`src/rtl/assert_macros.svh`:
```
// Assertion macros shared by the RTL of the temporal max pooling block.
// Uses the clk and rst_n names of the including module; no other dependencies.
`ifndef ASSERT_MACROS_SVH
`define ASSERT_MACROS_SVH

// Same-cycle implication, checked on every rising edge outside reset.
`define ASSERT_IMP(lbl, ante, cons, msg) \
  lbl: assert property (@(posedge clk) disable iff (!rst_n) (ante) |-> (cons)) \
    else $error(msg);

// Next-cycle implication, checked on every rising edge outside reset.
`define ASSERT_NXT(lbl, ante, cons, msg) \
  lbl: assert property (@(posedge clk) disable iff (!rst_n) (ante) |=> (cons)) \
    else $error(msg);

`endif

```
`src/rtl/tmpa_pkg.sv`:
```
// Package of the temporal max pooling block: widths, register indexes,
// default parameters and the types passed between its modules. No dependencies.
package tmpa_pkg;

  localparam int DEF_MAX_KERNEL   = 16;
  localparam int DEF_MAX_FEATURES = 256;
  localparam int DEF_MAX_FRAMES   = 65536;

  localparam int SAMPLE_BITS    = 16;
  localparam int OFFSET_BITS    = 4;
  localparam int OUT_FRAME_BITS = 16;
  localparam int FEATURE_BITS   = 8;
  localparam int OUT_DATA_BITS  = 48;

  localparam int KW_BITS       = 5;
  localparam int DW_BITS       = 5;
  localparam int FS_BITS       = 9;
  localparam int CFG_IDX_BITS  = 2;
  localparam int CFG_DATA_BITS = 9;

  localparam logic [CFG_IDX_BITS-1:0] REG_KERNEL_WIDTH = 2'd0;
  localparam logic [CFG_IDX_BITS-1:0] REG_STRIDE       = 2'd1;
  localparam logic [CFG_IDX_BITS-1:0] REG_FRAME_SIZE   = 2'd2;

  localparam logic [KW_BITS-1:0] RST_KERNEL_WIDTH = 5'd2;
  localparam logic [DW_BITS-1:0] RST_STRIDE       = 5'd2;
  localparam logic [FS_BITS-1:0] RST_FRAME_SIZE   = 9'd1;

  // Effective settings, already clamped into their legal ranges.
  typedef struct packed {
    logic [KW_BITS-1:0] kw;
    logic [DW_BITS-1:0] dw;
    logic [FS_BITS-1:0] fs;
  } tmpa_cfg_t;

  typedef struct packed {
    logic load;
    logic rd;
    logic skip;
    logic upd;
    logic adv_init;
    logic adv_step;
    logic fin;
  } tmpa_cmd_t;

  typedef struct packed {
    logic in_range;
    logic scan_more;
    logic win_open;
    logic closing;
    logic emit_busy;
    logic frame_end;
    logic adv_more;
  } tmpa_sts_t;

  typedef enum logic [2:0] {
    ST_IDLE,
    ST_SCAN,
    ST_UPD,
    ST_ADV,
    ST_FIN
  } tmpa_state_t;

endpackage

```
`src/rtl/tmpa_ctrl.sv`:
```
// Controller state machine of the temporal max pooling block.
// Depends on tmpa_pkg; drives the datapath through tmpa_cmd_t.
module tmpa_ctrl (
  input  logic                clk,
  input  logic                rst_n,
  input  logic                in_tvalid,
  output logic                in_tready,
  input  tmpa_pkg::tmpa_sts_t sts,
  output tmpa_pkg::tmpa_cmd_t cmd
);
  import tmpa_pkg::*;

  tmpa_state_t state_r;
  tmpa_state_t state_nxt;

  always_ff @(posedge clk) begin
    if (!rst_n) begin
      state_r <= ST_IDLE;
    end else begin
      state_r <= state_nxt;
    end
  end

  always_comb begin
    cmd       = '0;
    in_tready = 1'b0;
    state_nxt = state_r;
    unique case (state_r)
      ST_IDLE: begin
        in_tready = 1'b1;
        if (in_tvalid) begin
          cmd.load  = 1'b1;
          state_nxt = ST_SCAN;
        end
      end
      ST_SCAN: begin
        if (sts.in_range && sts.scan_more) begin
          if (sts.win_open) begin
            cmd.rd    = 1'b1;
            state_nxt = ST_UPD;
          end else begin
            cmd.skip = 1'b1;
          end
        end else if (sts.in_range && sts.frame_end) begin
          cmd.adv_init = 1'b1;
          state_nxt    = ST_ADV;
        end else begin
          state_nxt = ST_FIN;
        end
      end
      ST_UPD: begin
        if (!sts.emit_busy) begin
          cmd.upd   = 1'b1;
          state_nxt = ST_SCAN;
        end
      end
      ST_ADV: begin
        if (sts.adv_more) begin
          cmd.adv_step = 1'b1;
        end else begin
          state_nxt = ST_FIN;
        end
      end
      ST_FIN: begin
        cmd.fin   = 1'b1;
        state_nxt = ST_IDLE;
      end
      default: state_nxt = ST_IDLE;
    endcase
  end

endmodule

```
`config.mk`:
```
export PLATFORM = sky130hd
export DESIGN_NAME = tmpa_ctrl
export DESIGN_NICKNAME = d
export VERILOG_FILES = /design/src/rtl/assert_macros.svh /design/src/rtl/tmpa_pkg.sv /design/src/rtl/tmpa_ctrl.sv
export SDC_FILE = /design/constraint.sdc
export NUM_CORES = 1
export LEC_CHECK = 0
export BUFFER_PORTS_ARGS = -buffer_cell sky130_fd_sc_hd__buf_4
export CAP_MARGIN = 20
export CORE_AREA = 5 5 42 44
export DETAILED_ROUTE_END_ITERATION = 10
export DIE_AREA = 0 0 47 49
export PLACE_DENSITY = 0.54
export SYNTH_ARGS = -nofsm -noshare
export SYNTH_HDL_FRONTEND = slang
export SYNTH_SLANG_ARGS = --single-unit
```
`constraint.sdc`:
```
create_clock -name clk -period 1.75 [get_ports clk]
set_input_delay 0.0875 -clock clk [delete_from_list [all_inputs] [get_ports clk]]
set_output_delay 0.0875 -clock clk [all_outputs]
set_load 0.05 [all_outputs]
```
==> impl.org <==
** Critical path
- Setup CP Type :: reg2out
- Worst reg2reg path endpoint :: state_r[0]$_SDFFE_PN0P_
- In this run the critical register-to-register path is launched from state_r[1]$_SDFFE_PN0P_.
- The critical path ends at cmd[2].
- Max stage delay on crit path :: 580 ps
- The critical path starts at state_r[1]$_SDFFE_PN0P_.
- For the worst setup path, the data required time is 1660 ps.
- The worst setup path is launched from a register.
- Arrival time of data at the critical path endpoint :: 1570 ps
- Type of element capturing the critical path :: output pin
- Critical Path, Cell by Cell :: or4b_4 > nor3b_2 > buf_4
- Along the worst path, the maximum fanout reaches 9.
- The worst register-to-register path has a depth of 4.
- For this design, the slowest cell found on the critical path is sky130_fd_sc_hd__or4b_4.
- Across all register-to-register paths, the minimum setup slack is 430 ps.

** Synth
- Sequential cells were found to cover 24.62% of the synthesized design area.
- When the netlist entered floorplanning its net count stood at 40.
- Synthesized flop and latch total :: 3
- Mean area per synthesized cell :: 8.133 um^2
- For this run, the leading register cell type out of synthesis is sky130_fd_sc_hd__dfxtp_1.
- Number of enable-type register cells in the synthesized netlist :: 0
- Area of the mapped netlist :: 244.0 um^2
- During synthesis, Yosys emitted a total of 0 warnings.
- Counting every instance in the synthesized netlist gives 30.
- Fraction of synthesis flops using an asynchronous set or reset pin :: 0%
- Number of distinct library cells after synthesis :: 20

** Timing
- Worst-case clock skew :: 1.474 ps
- Post-Route Hold Slack :: 118.6 ps
- At the pin with the least slew margin, the transition time is 289.9 ps.
- Counting I/O delays and the setup requirement, the final critical path takes 1657 ps.
- RSZ-0062 raised after global routing :: no
- Final period utilization :: 94.66%
- Final-report setup violation count :: 0
- For the final routed database, the setup TNS stands at 0 ps.
- Measured against its own limit, the worst slew margin works out to 80.43%.
- Derived from the worst setup path, the maximum achievable clock frequency is 603.7 MHz.
- Total count of max-transition violations in the final report :: 0
- The count of final hold-check violations was 0.

** Clock network
- Buffer levels on the longest clock path :: 2
- Clock latency at the later pin of the worst-skew pair :: 230 ps
- CTS placed an instance of sky130_fd_sc_hd__clkbuf_4 at the clock tree root.
- The number of hold buffers added after CTS was 0.
- CTS built an H-tree with a depth of 1.
- TritonCTS built the clock tree.
- Buffers inserted during clock tree synthesis total 3.
- CTS sink count :: 3
- Clock Pin Slew Worst Setup and Hold Paths :: 40 ps
- After clock tree synthesis, the repair step resized 0 gates.
- Buffers added to address setup during post-CTS repair amount to 0.

** Placed design
- Buffers placed on the I/O ports in this run total 16.
- RD Place Congestion :: 0.6414
- Half-perimeter wire length of the detailed placement result :: 540.2 um

** Global routing
- Via count of the first global-routing pass :: 267
- The first global-routing pass estimated 1.041 mm of wire.
- In the global route stage, met1 resource usage came out at 7.018%.
- Routing usage on met2 :: 9.050%
- After global routing the overflow that remains totals 0.
- Across every metal layer, demand over resource in global routing totals 6.545%.
- After global routing, the most crowded layer is met2.
- Met3 Use GR :: 4.428%
- Maximum number of pins on one net before global-route repair :: 10
- Number of antenna violations at the first check in global routing :: 0

** Layout
- Leaving out fill and tap cells, the most frequent cell in the layout is sky130_fd_sc_hd__buf_4.
- The post-route netlist has 52.00% of its cells at a drive strength greater than 1.
- Cells fill 30.36% of the core in the end.
- Counting flops per register, the top entry is state_r.
- From synthesis to final layout, the design area changed by 74.36%.
- Commonest non-fill, non-tap cells in the layout :: 16 x sky130_fd_sc_hd__buf_4, 4 x sky130_fd_sc_hd__nor2_1, 3 x sky130_fd_sc_hd__clkbuf_4, 3 x sky130_fd_sc_hd__dfxtp_1
- FF/Latch Area :: 60.06 um^2
- The final layout contains 61 nets.
- Fillers :: 157
- The register with the most flip-flops in the layout has 3 of them.
- In the final layout, the multi-input gates occupy 191.4 um^2.
- The number of antenna diodes in the final layout is 0.
- Largest registers :: state_r: 3 flops

** Pwr
- Power per unit of standard cell area :: 754.1 mW/mm^2
- Leakage power summed over all cells :: 0.0002103 uW
- IR analysis of the VDD net gives a maximum drop of 0.2451 mV.
- Power, Total :: 320.8 uW

** Detailed routing
- Using the TritonRoute via totals, the vias-per-cell ratio works out to 4.333.
- In this run the remaining antenna-violating nets after routing total 0.
- DRC Markers :: 0
- Wire length after detailed routing :: 629 um
- Drt initial violations :: 4
- Vias :: 286
- Router iterations before antenna repair :: 2
- Detail-routed net length per standard cell :: 9.530 um

** Floorplan
- Row generation in the floorplan step produced 14 rows.
- For this design the top-level I/O count stands at 18.
- Placeable core region :: 0.001401 mm^2
- Die W :: 47 um
- The die covers 0.002303 mm^2.
- The initial utilization of the core area, before any placement, comes to 17.41%.
- Die height :: 49 um

** Worst hold path
- Class of the tightest hold or removal check :: in2reg

** Status
- Status :: complete, no violations

** Job
- Max-cap violations in this run came to 0.
==> final cells by class <==
class / count / share of cell area, %
repair buffers: 16 / 28.24
multi-input cells: 25 / 45.00
clock buffers: 4 / 6.176
well taps: 16 / 4.706
inverters: 2 / 1.765
flip-flops and latches: 3 / 14.12
==> critical path, delay by kind of cell, from the launching register on <==
kind	cells	cell delay, ps
flip-flops	1	370
buffers and inverters	1	210
AND/OR/NAND/NOR	2	760
==> per-stage QoR <==
step / setup slack [ps] / area, um^2 / instances
2_1_floorplan: 13.55 / 259.0 / 30
3_3_place_gp: 315.3 / 399.1 / 62
3_5_place_dp: 321.1 / 399.1 / 62
4_1_cts: 64.43 / 425.4 / 66
5_1_grt: 15.20 / 425.4 / 66
6_report: 93.44 / 425.4 / 66
==> metal layers <==
metal	share of wire (%)	wire length, um
met2	52	329
met1	37	235
met4	0	0
met5	0	0
met3	10	65
==> cells in the mapped netlist (2+ instances only) <==
| master | n | share of area [%] |
|---|---|---|
| sky130_fd_sc_hd__nor2_1 | 4 | 6.2 |
| sky130_fd_sc_hd__nand2_1 | 2 | 3.1 |
| sky130_fd_sc_hd__dfxtp_1 | 3 | 25 |
| sky130_fd_sc_hd__nor3b_1 | 2 | 6.2 |
| sky130_fd_sc_hd__nor3_1 | 2 | 4.1 |
| sky130_fd_sc_hd__nand3_1 | 2 | 4.1 |
| sky130_fd_sc_hd__inv_1 | 2 | 3.1 |
==> logic make-up after synthesis <==
logic type	synth area share, %
and+or+nand+nor	51.80
AOI/OAI and AO/OA	16.41
DFF	24.62
buffers and inverters	3.078
muxes	4.103
==> worst min path at each step <==
stage          start                       to  slack, ps  depth (start not counted)
6_report       rst_n  state_r[0]$_SDFFE_PN0P_        120                          2
5_1_grt        rst_n  state_r[0]$_SDFFE_PN0P_        120                          2
4_1_cts        rst_n  state_r[0]$_SDFFE_PN0P_        110                          2
3_5_place_dp   rst_n  state_r[0]$_SDFFE_PN0P_        350                          2
3_3_place_gp   rst_n  state_r[0]$_SDFFE_PN0P_        360                          2
2_1_floorplan  rst_n  state_r[0]$_SDFFE_PN0P_        240                          1
==> power breakdown <==
part           leakage [uW]  switching (uW)  internal, uW  total [uW]
Combinational      0.000171            66.0          48.6         115
Sequential        0.0000246            11.4          74.2        85.6
Clock             0.0000150            35.2          85.4         121
Total              0.000210             113           208         321
No activity file was read; power rests on OpenSTA's default activity.
