### config.mk
export PLATFORM = sky130hd
export DESIGN_NAME = tmpa_cfg
export DESIGN_NICKNAME = d
export VERILOG_FILES = /design/src/rtl/assert_macros.svh /design/src/rtl/tmpa_pkg.sv /design/src/rtl/tmpa_cfg.sv
export SDC_FILE = /design/constraint.sdc
export NUM_CORES = 1
export LEC_CHECK = 0
export BUFFER_PORTS_ARGS = -buffer_cell sky130_fd_sc_hd__buf_2
export CORE_AREA = 2 2 47 49
export CTS_BUF_LIST = sky130_fd_sc_hd__clkbuf_4
export DETAILED_ROUTE_END_ITERATION = 6
export DIE_AREA = 0 0 49 51
export PLACE_DENSITY = 0.77
export SETUP_SLACK_MARGIN = 0.2
export SYNTH_ARGS = -nofsm -noshare
export SYNTH_HDL_FRONTEND = slang
export SYNTH_SLANG_ARGS = --single-unit
### constraint.sdc
create_clock -name clk -period 1.5 [get_ports clk]
set_input_delay 0.375 -clock clk [delete_from_list [all_inputs] [get_ports clk]]
set_output_delay 0.375 -clock clk [all_outputs]
set_load 0.05 [all_outputs]
### src/rtl/assert_macros.svh
// Assertion macros shared by the RTL of the temporal max pooling block.
// Uses the clk and rst_n names of the including module; no other dependencies.
`ifndef ASSERT_MACROS_SVH
`define ASSERT_MACROS_SVH

// Same-cycle implication, checked on every rising edge outside reset.
`define ASSERT_IMP(lbl, ante, cons, msg) \
  lbl: assert property (@(posedge clk) disable iff (!rst_n) (ante) |-> (cons)) \
    else $error(msg);

// Next-cycle implication, checked on every rising edge outside reset.
`define ASSERT_NXT(lbl, ante, cons, msg) \
  lbl: assert property (@(posedge clk) disable iff (!rst_n) (ante) |=> (cons)) \
    else $error(msg);

`endif

### src/rtl/tmpa_pkg.sv
// Package of the temporal max pooling block: widths, register indexes,
// default parameters and the types passed between its modules. No dependencies.
package tmpa_pkg;

  localparam int DEF_MAX_KERNEL   = 16;
  localparam int DEF_MAX_FEATURES = 256;
  localparam int DEF_MAX_FRAMES   = 65536;

  localparam int SAMPLE_BITS    = 16;
  localparam int OFFSET_BITS    = 4;
  localparam int OUT_FRAME_BITS = 16;
  localparam int FEATURE_BITS   = 8;
  localparam int OUT_DATA_BITS  = 48;

  localparam int KW_BITS       = 5;
  localparam int DW_BITS       = 5;
  localparam int FS_BITS       = 9;
  localparam int CFG_IDX_BITS  = 2;
  localparam int CFG_DATA_BITS = 9;

  localparam logic [CFG_IDX_BITS-1:0] REG_KERNEL_WIDTH = 2'd0;
  localparam logic [CFG_IDX_BITS-1:0] REG_STRIDE       = 2'd1;
  localparam logic [CFG_IDX_BITS-1:0] REG_FRAME_SIZE   = 2'd2;

  localparam logic [KW_BITS-1:0] RST_KERNEL_WIDTH = 5'd2;
  localparam logic [DW_BITS-1:0] RST_STRIDE       = 5'd2;
  localparam logic [FS_BITS-1:0] RST_FRAME_SIZE   = 9'd1;

  // Effective settings, already clamped into their legal ranges.
  typedef struct packed {
    logic [KW_BITS-1:0] kw;
    logic [DW_BITS-1:0] dw;
    logic [FS_BITS-1:0] fs;
  } tmpa_cfg_t;

  typedef struct packed {
    logic load;
    logic rd;
    logic skip;
    logic upd;
    logic adv_init;
    logic adv_step;
    logic fin;
  } tmpa_cmd_t;

  typedef struct packed {
    logic in_range;
    logic scan_more;
    logic win_open;
    logic closing;
    logic emit_busy;
    logic frame_end;
    logic adv_more;
  } tmpa_sts_t;

  typedef enum logic [2:0] {
    ST_IDLE,
    ST_SCAN,
    ST_UPD,
    ST_ADV,
    ST_FIN
  } tmpa_state_t;

endpackage

### src/rtl/tmpa_cfg.sv
// Configuration registers of the temporal max pooling block and their clamping.
// Depends on tmpa_pkg.
module tmpa_cfg #(
  parameter int MAX_KERNEL   = tmpa_pkg::DEF_MAX_KERNEL,
  parameter int MAX_FEATURES = tmpa_pkg::DEF_MAX_FEATURES
) (
  input  logic                               clk,
  input  logic                               rst_n,
  input  logic                               cfg_valid,
  output logic                               cfg_ready,
  input  logic [tmpa_pkg::CFG_IDX_BITS-1:0]  cfg_index,
  input  logic [tmpa_pkg::CFG_DATA_BITS-1:0] cfg_data,
  output tmpa_pkg::tmpa_cfg_t                cfg_eff
);
  import tmpa_pkg::*;

  logic [KW_BITS-1:0] kernel_width_r;
  logic [DW_BITS-1:0] stride_r;
  logic [FS_BITS-1:0] frame_size_r;

  assign cfg_ready = 1'b1;

  always_ff @(posedge clk) begin
    if (!rst_n) begin
      kernel_width_r <= RST_KERNEL_WIDTH;
      stride_r       <= RST_STRIDE;
      frame_size_r   <= RST_FRAME_SIZE;
    end else if (cfg_valid) begin
      unique case (cfg_index)
        REG_KERNEL_WIDTH: kernel_width_r <= cfg_data[KW_BITS-1:0];
        REG_STRIDE:       stride_r       <= cfg_data[DW_BITS-1:0];
        REG_FRAME_SIZE:   frame_size_r   <= cfg_data[FS_BITS-1:0];
        default: ;
      endcase
    end
  end

  // Zero means one; values above the build limits are held at the limit.
  always_comb begin
    if (kernel_width_r == '0) begin
      cfg_eff.kw = KW_BITS'(1);
    end else if (32'(kernel_width_r) > MAX_KERNEL) begin
      cfg_eff.kw = KW_BITS'(MAX_KERNEL);
    end else begin
      cfg_eff.kw = kernel_width_r;
    end
    cfg_eff.dw = (stride_r == '0) ? DW_BITS'(1) : stride_r;
    if (frame_size_r == '0) begin
      cfg_eff.fs = FS_BITS'(1);
    end else if (32'(frame_size_r) > MAX_FEATURES) begin
      cfg_eff.fs = FS_BITS'(MAX_FEATURES);
    end else begin
      cfg_eff.fs = frame_size_r;
    end
  end

endmodule

==> reports/qor.csv, run 1 <==
metric,value,unit
pin count of the biggest net entering global routing,18,
leak pwr,0.678,nW
H-Tree Level Count,1,
register share of total power,50.0,%
final period utilization,124,%
power share of the combinational group,26.3,%
first-pass GRT wire length,3510,um
Post-Syn Area per Cell,9.15,um2
"commonest non-fill, non-tap cells in the layout","nand2_1 (25), mux2i_1 (18), buf_6 (17)",
"top cells by area, synth","dfxtp_1 (41%), mux2i_1 (19%), nand2_1 (10%)",
grt total ovfl,0,
Ys Warns,0,
crit path DAT,1490,ps
post-synthesis sequential area ratio,40.8,%
Row Count,17,
Antenna Nets Post-Route,0,
post-synthesis mux area share,19.3,%
"Req. time, crit path",1120,ps
crit path launch type,register,
syn_nets,116,
share of cells above drive strength 1,55.6,%
Final setup violation count,10,
DR vias/cell,4.88,
final worst setup slack,-366,ps
XOR/XNOR Fraction of Synth Area,0,%
adder-cell share of the synthesized area,0,%
initial antenna violation count,0,
I/O Buffers,32,
Mapped Cells,102,
CP Capture Type,output port,
switching part of the total,30.6,%
CTS max path bufs,2,
Final Hold Viols,0,
maximum clock frequency,536,MHz
P_int,751,uW
placed cell area,1190,um2
status,finished with violations,
Max IR drop VDD,0.672,mV
RSZ-0062 raised after global routing,yes,
Final #Nets,157,
vias in the first global route,805,
total power,1.08,mW
Seq cells post-synth,19,
Switch Pwr,331,uW
post-layout min period,1870,ps
final instance area,1450,um2
Core Footprint,2060,um2
top sig layer,met4,
R2R cell count,5,
Die W,49,um
critical path class,reg -> out,
n_diodes,0,
Post-Synth Simple-Gate Area,28.0,%
Via Count,829,
Num Clock Sinks,19,
clock-pin slew on the worst setup and hold paths,110,ps
Starting Density,45.2,%
Placement Setup Slack,-128,ps
cts bufs inserted,3,
Die Y,51,um
wire length per cell,13.1,um
min-delay worst type,in -> reg,
drt total wl,2220,um
DRC errors left,0,
Synth cell types,22,
routability-driven placement congestion ratio,0.765,
Area Overhead vs Synth,55.8,%
die area,2500,um2
WL met2,1190,um
share of the synthesized area in the top cell type,40.8,%
First-pass DRT Iterations,4,
HPWL Detailed,1500,um
# IOs,34,
maxcap violations,0,
"commonest non-fill, non-tap cell in the layout",nand2_1,
synthesized area,933,um2
CTS tree,yes,
drt first-iter violations,11,
Clock power frac,23.7,%
Pwr Density,744,nW/um2
Pins Over Slew Limit,0,
Hold Buf Count CTS,0,
M1 wire length,931,um
CP Max Fanout,2,
leading area contributor after synthesis,dfxtp_1,
Root Driver,clkbuf_4,
met3 wire len,88,um
violations in the final reports,setup timing,
Worst-Skew Late Latency,290,ps
clock skew,0,ps
main combinational cell family by area after synthesis,simple AND/OR/NAND/NOR gates,
Compound-Gate Fraction of Synth Area,3.62,%
WHS Path Cells,3,
Fin Hold WS,311,ps
GRT Overall Usage,18.5,%
## per-stage QoR
stage               cells  TNS (ps)  util [%]
global placement      160      -123      57.7
detailed placement    160      -128      57.7
floorplan             102     -61.6         -
CTS                   167      -793      67.2
finish                170      -794      70.5
global route          170     -1310      70.5
## layout make-up
type	instances	area [um2]
Timing Repair Buffer	48	437
Clock buffer	3	22.5
Inverter	3	11.3
Sequential cell	19	395
Multi-Input combinational cell	68	548
Tap cell	28	35.0
Fill cell	163	609
Clock inverter	1	5.00
## registers in the layout (all words and copies together) (netlist names)
name,count
frame_size_r,9
kernel_width_r,5
stride_r,5
## kinds of logic (layout without fill, tap and decap cells)
group	Yosys count	after routing
AO/OA/AOI/OAI	4	4
buffers and inverters	15	55
flip-flops	19	19
multiplexers	18	18
other	1	1
AND/OR/NAND/NOR	45	45
## cell usage after synthesis
cell type	instances
or3_1	1
nor2b_1	6
and3b_1	1
o41ai_1	1
buf_6	1
and2b_2	7
nor3b_4	1
nand3b_1	1
or4_4	1
inv_1	3
conb_1	1
clkbuf_1	7
dfxtp_1	19
nand2_1	25
or4_1	1
nand4b_1	1
o22ai_2	1
buf_2	2
mux2i_1	18
o211ai_1	1
buf_4	2
a21oi_1	1
## metal layers
metal  vias to the layer above  GRT usage (%)
li1                        411              -
met1                       394           22.8
met5                         -              0
met3                         2           2.92
met2                        22           33.1
met4                         0           5.71
## worst max-delay path, cell delays in order, from the launching register on
cell and delay (ps):
dfxtp_1 320, or4_4 540, o22ai_4 150, buf_6 180
## power by group through the flow
stage | combinational [mW] | sequential, mW | clock, mW
after floorplan | 0.175 | 0.546 | 0
after global placement | 0.228 | 0.547 | 0
after detailed placement | 0.232 | 0.548 | 0
after CTS | 0.271 | 0.538 | 0.257
after global routing | 0.298 | 0.543 | 0.289
final | 0.284 | 0.541 | 0.257
## final timing paths
check,from,endpoint,slack (ps)
hold reg to reg,stride_r[0]$_SDFFE_PN0P_,stride_r[0]$_SDFFE_PN0P_,470
setup reg to reg,kernel_width_r[3]$_SDFFE_PN0P_,kernel_width_r[3]$_SDFFE_PN0P_,600
setup / recovery,frame_size_r[1]$_SDFFE_PN0P_,cfg_eff[0],-370
hold / removal,cfg_data[7],frame_size_r[7]$_SDFFE_PN0P_,310
## timing repair
item	4_1_cts	5_1_grt
setup endpoints to repair	19	18
resized for setup	49	15
buffers inserted	3	2
pin swaps	1	1
cloned	0	1
Note: power is estimated with default switching activity, not from simulation.
==> run 2, diff against run 1 <==
--- a/config.mk
+++ b/config.mk
@@ -6,11 +6,11 @@
 export NUM_CORES = 1
 export LEC_CHECK = 0
 export BUFFER_PORTS_ARGS = -buffer_cell sky130_fd_sc_hd__buf_2
-export CORE_AREA = 2 2 47 49
+export CORE_AREA = 2 2 45 47
 export CTS_BUF_LIST = sky130_fd_sc_hd__clkbuf_4
 export DETAILED_ROUTE_END_ITERATION = 6
-export DIE_AREA = 0 0 49 51
-export PLACE_DENSITY = 0.77
+export DIE_AREA = 0 0 47 49
+export PLACE_DENSITY = 0.83
 export SETUP_SLACK_MARGIN = 0.2
 export SYNTH_ARGS = -nofsm -noshare
 export SYNTH_HDL_FRONTEND = slang
==> constraint.sdc (replaced) <==
create_clock -name clk -period 2.3 [get_ports clk]
set_input_delay 0.575 -clock clk [delete_from_list [all_inputs] [get_ports clk]]
set_output_delay 0.575 -clock clk [all_outputs]
set_load 0.05 [all_outputs]
==> run 2 against run 1 <==
Against the previous run:
- the flow now finishes without violations
- count of clock-buffer cells in the layout unchanged
- sequential power is 35% lower
- clock skew stayed put
- total power decreased by 40%
- flip-flop and latch count unchanged
==> reports/qor.csv, run 2 (synthesis gave the netlist of run 1 again) <==
metric,value,unit,change
pin count of the biggest net entering global routing,30,,was 18
CP Max Fanout,7,,was 2
Final #Nets,142,,was 157
worst-path cell chain,or4_4 > o22ai_2 > buf_6,,was or4_4 > o22ai_4 > buf_6
CTS tree,yes,,unchanged
crit path launch type,register,,unchanged
Clock power frac,25.9,%,was 23.7%
register share of total power,53.4,%,was 50.0%
DR vias/cell,4.91,,was 4.88
most flop-heavy register,frame_size_r,,unchanged
"commonest non-fill, non-tap cells in the layout","buf_2 (30), nand2_1 (25), mux2i_1 (18), dfxtp_1 (18), and2b_2 (7)",,"was nand2_1 (25), mux2i_1 (18), buf_6 (17)"
CTS max path bufs,2,,unchanged
initial antenna violation count,0,,unchanged
WHS Path Cells,2,,was 3
Final Hold Viols,0,,unchanged
drt first-iter violations,8,,was 11
First-pass DRT Iterations,4,,unchanged
Final setup violation count,0,,was 10
grt total ovfl,0,,unchanged
Max IR drop VDD,0.363,mV,was 0.672 mV
Switch Pwr,202,uW,was 331 uW
clock-pin slew on the worst setup and hold paths,110,ps,about the same
worst hold start,kernel_width_r[2]$_SDFFE_PN0P_,,was cfg_data[7]
Starting Density,50.7,%,was 45.2%
post-layout min period,2050,ps,
Min-Delay Endpoint,kernel_width_r[2]$_SDFFE_PN0P_,,was frame_size_r[7]$_SDFFE_PN0P_
maxcap violations,0,,unchanged
crit path DAT,1470,ps,was 1490 ps
reg2reg end,kernel_width_r[4]$_SDFFE_PN0P_,,was kernel_width_r[3]$_SDFFE_PN0P_
Core Footprint,1840,um2,was 2060 um2
I/O Buffers,32,,unchanged
Num Clock Sinks,19,,unchanged
internal reg-to-reg setup slack,1620,ps,was 600 ps
status,finished clean,,was finished with violations
n_diodes,0,,unchanged
routability-driven placement congestion ratio,0.749,,was 0.765
Worst-Skew Late Latency,290,ps,about the same
Area Overhead vs Synth,20.0,%,was 55.8%
R2R Path Start,kernel_width_r[4]$_SDFFE_PN0P_,,was kernel_width_r[3]$_SDFFE_PN0P_
total power,653,uW,was 1.08 mW
H-Tree Level Count,1,,unchanged
Die Y,49,um,was 51 um
P_int,451,uW,was 751 uW
Pwr Density,583,nW/um2,was 744 nW/um2
"Req. time, crit path",1730,ps,was 1120 ps
first-pass GRT wire length,2770,um,was 3510 um
CP Capture Type,output port,,unchanged
leak pwr,0.559,nW,was 0.678 nW
Root Driver,clkbuf_4,,unchanged
Row Count,16,,was 17
Die W,47,um,was 49 um
final period utilization,89.1,%,
Via Count,756,,was 829
GRT Overall Usage,16.9,%,was 18.5%
max FFs per register,9,,unchanged
cts bufs inserted,3,,unchanged
drt total wl,1790,um,was 2220 um
# IOs,34,,unchanged
clock skew,0,ps,unchanged
maximum clock frequency,488,MHz,
peak per-stage delay on the critical path,510,ps,was 540 ps
setup_tns,0,ps,was -794 ps
"commonest non-fill, non-tap cell in the layout",buf_2,,was nand2_1
RSZ-0062 raised after global routing,yes,,unchanged
Antenna Nets Post-Route,0,,unchanged
wire length per cell,11.6,um,was 13.1 um
DRC errors left,0,,unchanged
switching part of the total,31.0,%,was 30.6%
critical path class,reg -> out,,unchanged
share of cells above drive strength 1,38.6,%,was 55.6%
power share of the combinational group,20.7,%,was 26.3%
min-delay worst type,reg -> reg,,was in -> reg
HPWL Detailed,1370,um,was 1500 um
die area,2300,um2,was 2500 um2
vias in the first global route,656,,was 805
R2R cell count,2,,was 5
Pins Over Slew Limit,0,,unchanged
"Slowest-stage cell, CP",or4_4,,unchanged
largest registers,"frame_size_r (9), kernel_width_r (5), stride_r (5)",,unchanged
## run 2: cell count changes in the layout (fill, tap and decap cells not counted), moves of 3 or more
cell     change
buf_6       -16
nor2b_1      +3
nor2b_4      -3
dfxtp_2      -9
buf_4       -11
buf_2       +17
buf_8        -6
dfxtp_1      +9
## run 2: metal layers
metal	part of all wire, %	GRT usage [%]	up-vias	wire, um
met5	0	0	-	0
met4	1.6	8.33	0	29
met3	5.5	4.81	4	99
met2	50	26.0	22	886
met1	43	21.0	351	770
li1	-	-	379	-
## run 2: cell type report
type                    count  area, um2
fillers                   165        722
multi-input cells          68        487
flip-flops and latches     19        384
repair buffers             33        176
well taps                  27       33.8
clock buffers               3       22.5
inverters                   3       11.3
clock inverters             1       5.00
## run 2: stage by stage
step | hold WS (ps) | setup slack (ps) | utilization [%] | instances | cell area [um2]
after floorplan | 435 | 281 | - | 102 | 941
after global placement | 449 | 464 | 58.2 | 149 | 1070
after detailed placement | 458 | 432 | 58.2 | 149 | 1070
after CTS | 480 | 215 | 60.1 | 153 | 1110
after global routing | 488 | 193 | 60.8 | 154 | 1120
final | 476 | 250 | 60.8 | 154 | 1120
## run 2: power groups by stage
stage          clock network, mW  logic (mW)  registers, mW
4_1_cts                    0.175       0.134          0.350
5_1_grt                    0.189       0.143          0.351
3_5_place_dp                   0       0.132          0.358
6_report                   0.169       0.135          0.349
2_1_floorplan                  0       0.107          0.354
3_3_place_gp                   0       0.130          0.357
## run 2: worst max path at each step
stage | slack (ps) | cells past startpoint | end | startpoint
floorplan | 280 | 2 | cfg_eff[14] | kernel_width_r[1]$_SDFFE_PN1P_
global placement | 460 | 3 | cfg_eff[0] | frame_size_r[8]$_SDFFE_PN0P_
detailed placement | 430 | 3 | cfg_eff[0] | frame_size_r[8]$_SDFFE_PN0P_
CTS | 210 | 3 | cfg_eff[0] | frame_size_r[8]$_SDFFE_PN0P_
global route | 190 | 3 | cfg_eff[0] | frame_size_r[8]$_SDFFE_PN0P_
finish | 250 | 3 | cfg_eff[0] | frame_size_r[8]$_SDFFE_PN0P_
## run 2: timing repair
action,4_1_cts,5_1_grt
resized for setup,3,2
pin swaps,0,0
hold buffers,0,0
buffers inserted,0,1
endpoints found under the setup margin,1,2
## run 2: worst max-delay path: cells and delay by family, from the launching register on
family	cells	cell delay, ps
buffers and inverters	1	180
flip-flops	1	380
AND/OR/NAND/NOR	1	510
AO/OA/AOI/OAI	1	110
==> run 3, diff against run 2 <==
--- a/config.mk
+++ b/config.mk
@@ -7,7 +7,7 @@
 export LEC_CHECK = 0
 export BUFFER_PORTS_ARGS = -buffer_cell sky130_fd_sc_hd__buf_2
 export CORE_AREA = 2 2 45 47
-export CTS_BUF_LIST = sky130_fd_sc_hd__clkbuf_4
+export CTS_BUF_LIST = sky130_fd_sc_hd__clkbuf_8
 export DETAILED_ROUTE_END_ITERATION = 6
 export DIE_AREA = 0 0 47 49
 export PLACE_DENSITY = 0.83
==> constraint.sdc (replaced) <==
create_clock -name clk -period 2.64 [get_ports clk]
set_input_delay 0.66 -clock clk [delete_from_list [all_inputs] [get_ports clk]]
set_output_delay 0.66 -clock clk [all_outputs]
set_load 0.05 [all_outputs]
==> run 3 against run 2 <==
Against the previous run:
- non-clock buffer count shrank 1
- total power fell by 4.4%
- clock power rose by 21%
- sequential power is 13% lower
- final cell count down 0.65%
- routed wire length grew 0.34%
- critical path type unchanged
- largest power group unchanged
==> reports/qor.csv, run 3 (synthesis gave the netlist of run 1 again) <==
metric,value,unit,change
status,finished clean,,unchanged
share of cells above drive strength 1,37.3,%,was 38.6%
reg2reg end,frame_size_r[8]$_SDFFE_PN0P_,,was kernel_width_r[4]$_SDFFE_PN0P_
register share of total power,48.9,%,was 53.4%
# IOs,34,,unchanged
P_int,440,uW,was 451 uW
Pwr Density,558,nW/um2,was 583 nW/um2
drt total wl,1790,um,about the same
Core Footprint,1840,um2,unchanged
clock skew,0,ps,unchanged
initial antenna violation count,0,,unchanged
routability-driven placement congestion ratio,0.749,,unchanged
Final Hold Viols,0,,unchanged
n_diodes,0,,unchanged
Hold Buf Count CTS,0,,unchanged
Antenna Nets Post-Route,0,,unchanged
Switch Pwr,184,uW,was 202 uW
Via Count,750,,was 756
Final setup violation count,0,,unchanged
critical path launch point,frame_size_r[8]$_SDFFE_PN0P_,,unchanged
setup_tns,0,ps,unchanged
First-pass DRT Iterations,4,,unchanged
GRT Overall Usage,16.8,%,was 16.9%
CTS resizes,0,,was 3
total power,624,uW,was 653 uW
cts bufs inserted,3,,unchanged
"commonest non-fill, non-tap cells in the layout","buf_2 (32), nand2_1 (25), dfxtp_1 (19)",,"was buf_2 (30), nand2_1 (25), mux2i_1 (18), dfxtp_1 (18), and2b_2 (7)"
leak pwr,0.557,nW,was 0.559 nW
worst hold start,kernel_width_r[3]$_SDFFE_PN0P_,,was kernel_width_r[2]$_SDFFE_PN0P_
Row Count,16,,unchanged
CP Capture Type,output port,,unchanged
switching part of the total,29.5,%,was 31.0%
DRC errors left,0,,unchanged
Num Clock Sinks,19,,unchanged
Min-Delay Endpoint,kernel_width_r[3]$_SDFFE_PN0P_,,was kernel_width_r[2]$_SDFFE_PN0P_
I/O Buffers,32,,unchanged
CTS max path bufs,2,,unchanged
grt total ovfl,0,,unchanged
R2R Path Start,frame_size_r[8]$_SDFFE_PN0P_,,was kernel_width_r[4]$_SDFFE_PN0P_
Die W,47,um,unchanged
wire length per cell,11.7,um,was 11.6 um
Worst-Skew Late Latency,250,ps,was 290 ps
pin count of the biggest net entering global routing,30,,unchanged
Area Overhead vs Synth,19.8,%,was 20.0%
maximum clock frequency,450,MHz,
most flop-heavy register,frame_size_r,,unchanged
drt first-iter violations,11,,was 8
Starting Density,50.7,%,unchanged
CTS tree,yes,,unchanged
RSZ-0062 raised after global routing,no,,was yes
min-delay worst type,reg -> reg,,unchanged
crit path DAT,1560,ps,was 1470 ps
max FFs per register,9,,unchanged
Final #Nets,141,,was 142
"Req. time, crit path",1980,ps,was 1730 ps
WHS Path Cells,2,,unchanged
Die Y,49,um,unchanged
HPWL Detailed,1370,um,unchanged
die area,2300,um2,unchanged
critical path class,reg -> out,,unchanged
Max IR drop VDD,0.305,mV,was 0.363 mV
power share of the combinational group,18.4,%,was 20.7%
vias in the first global route,650,,was 656
Root Driver,clkbuf_8,,was clkbuf_4
DR vias/cell,4.90,,was 4.91
final period utilization,84.2,%,
H-Tree Level Count,1,,unchanged
largest registers,"frame_size_r (9), kernel_width_r (5), stride_r (5)",,unchanged
internal reg-to-reg setup slack,1870,ps,was 1620 ps
"commonest non-fill, non-tap cell in the layout",buf_2,,unchanged
crit path launch type,register,,unchanged
Clock power frac,32.7,%,was 25.9%
Post-CTS Setup Repair Bufs,0,,unchanged
clock-pin slew on the worst setup and hold paths,70,ps,was 110 ps
post-layout min period,2220,ps,
maxcap violations,0,,unchanged
Pins Over Slew Limit,0,,unchanged
CP Max Fanout,11,,was 7
R2R cell count,2,,unchanged
first-pass GRT wire length,2820,um,was 2770 um
## run 3: routing by layer
layer | up-vias | wire length [um] | global-route usage (%)
met5 | - | 0 | 0
met4 | 0 | 40 | 8.33
met3 | 5 | 73 | 2.22
met2 | 19 | 902 | 26.5
met1 | 352 | 777 | 21.7
li1 | 374 | - | -
## run 3: how the worst max path moves through the flow
stage,endpoint,slack (ps),cells after the start
after floorplan,cfg_eff[14],540,2
after global placement,cfg_eff[0],720,3
after detailed placement,cfg_eff[0],690,3
after CTS,cfg_eff[0],390,3
after global routing,cfg_eff[0],320,3
final,cfg_eff[0],420,3
## run 3: through the flow
step	area, um2	utilization [%]	worst slack, ps	cells	hold slack, ps
2_1_floorplan	941	-	536	102	435
3_3_place_gp	1070	58.2	719	149	449
3_5_place_dp	1070	58.2	687	149	458
4_1_cts	1120	60.7	390	153	474
5_1_grt	1120	60.7	322	153	481
6_report	1120	60.7	417	153	470
## run 3: final cells by class
type / instances / area, um2
Tap cell: 27 / 33.8
Inverter: 3 / 11.3
Fill cell: 170 / 723
Clock inverter: 1 / 5.00
Clock buffer: 3 / 41.3
Multi-Input combinational cell: 68 / 487
Timing Repair Buffer: 32 / 160
Sequential cell: 19 / 380
## run 3: critical path, stage by stage, from the launching register on
cell     delay (ps)
dfxtp_1         390
or4_4           540
o22ai_2         100
buf_2           280
## run 3: power by group through the flow
stage          Combinational (mW)  Sequential, mW  Clock (mW)
2_1_floorplan              0.0933           0.309           0
3_3_place_gp                0.114           0.311           0
3_5_place_dp                0.115           0.312           0
4_1_cts                     0.115           0.305       0.210
5_1_grt                     0.122           0.306       0.218
6_report                    0.115           0.305       0.204
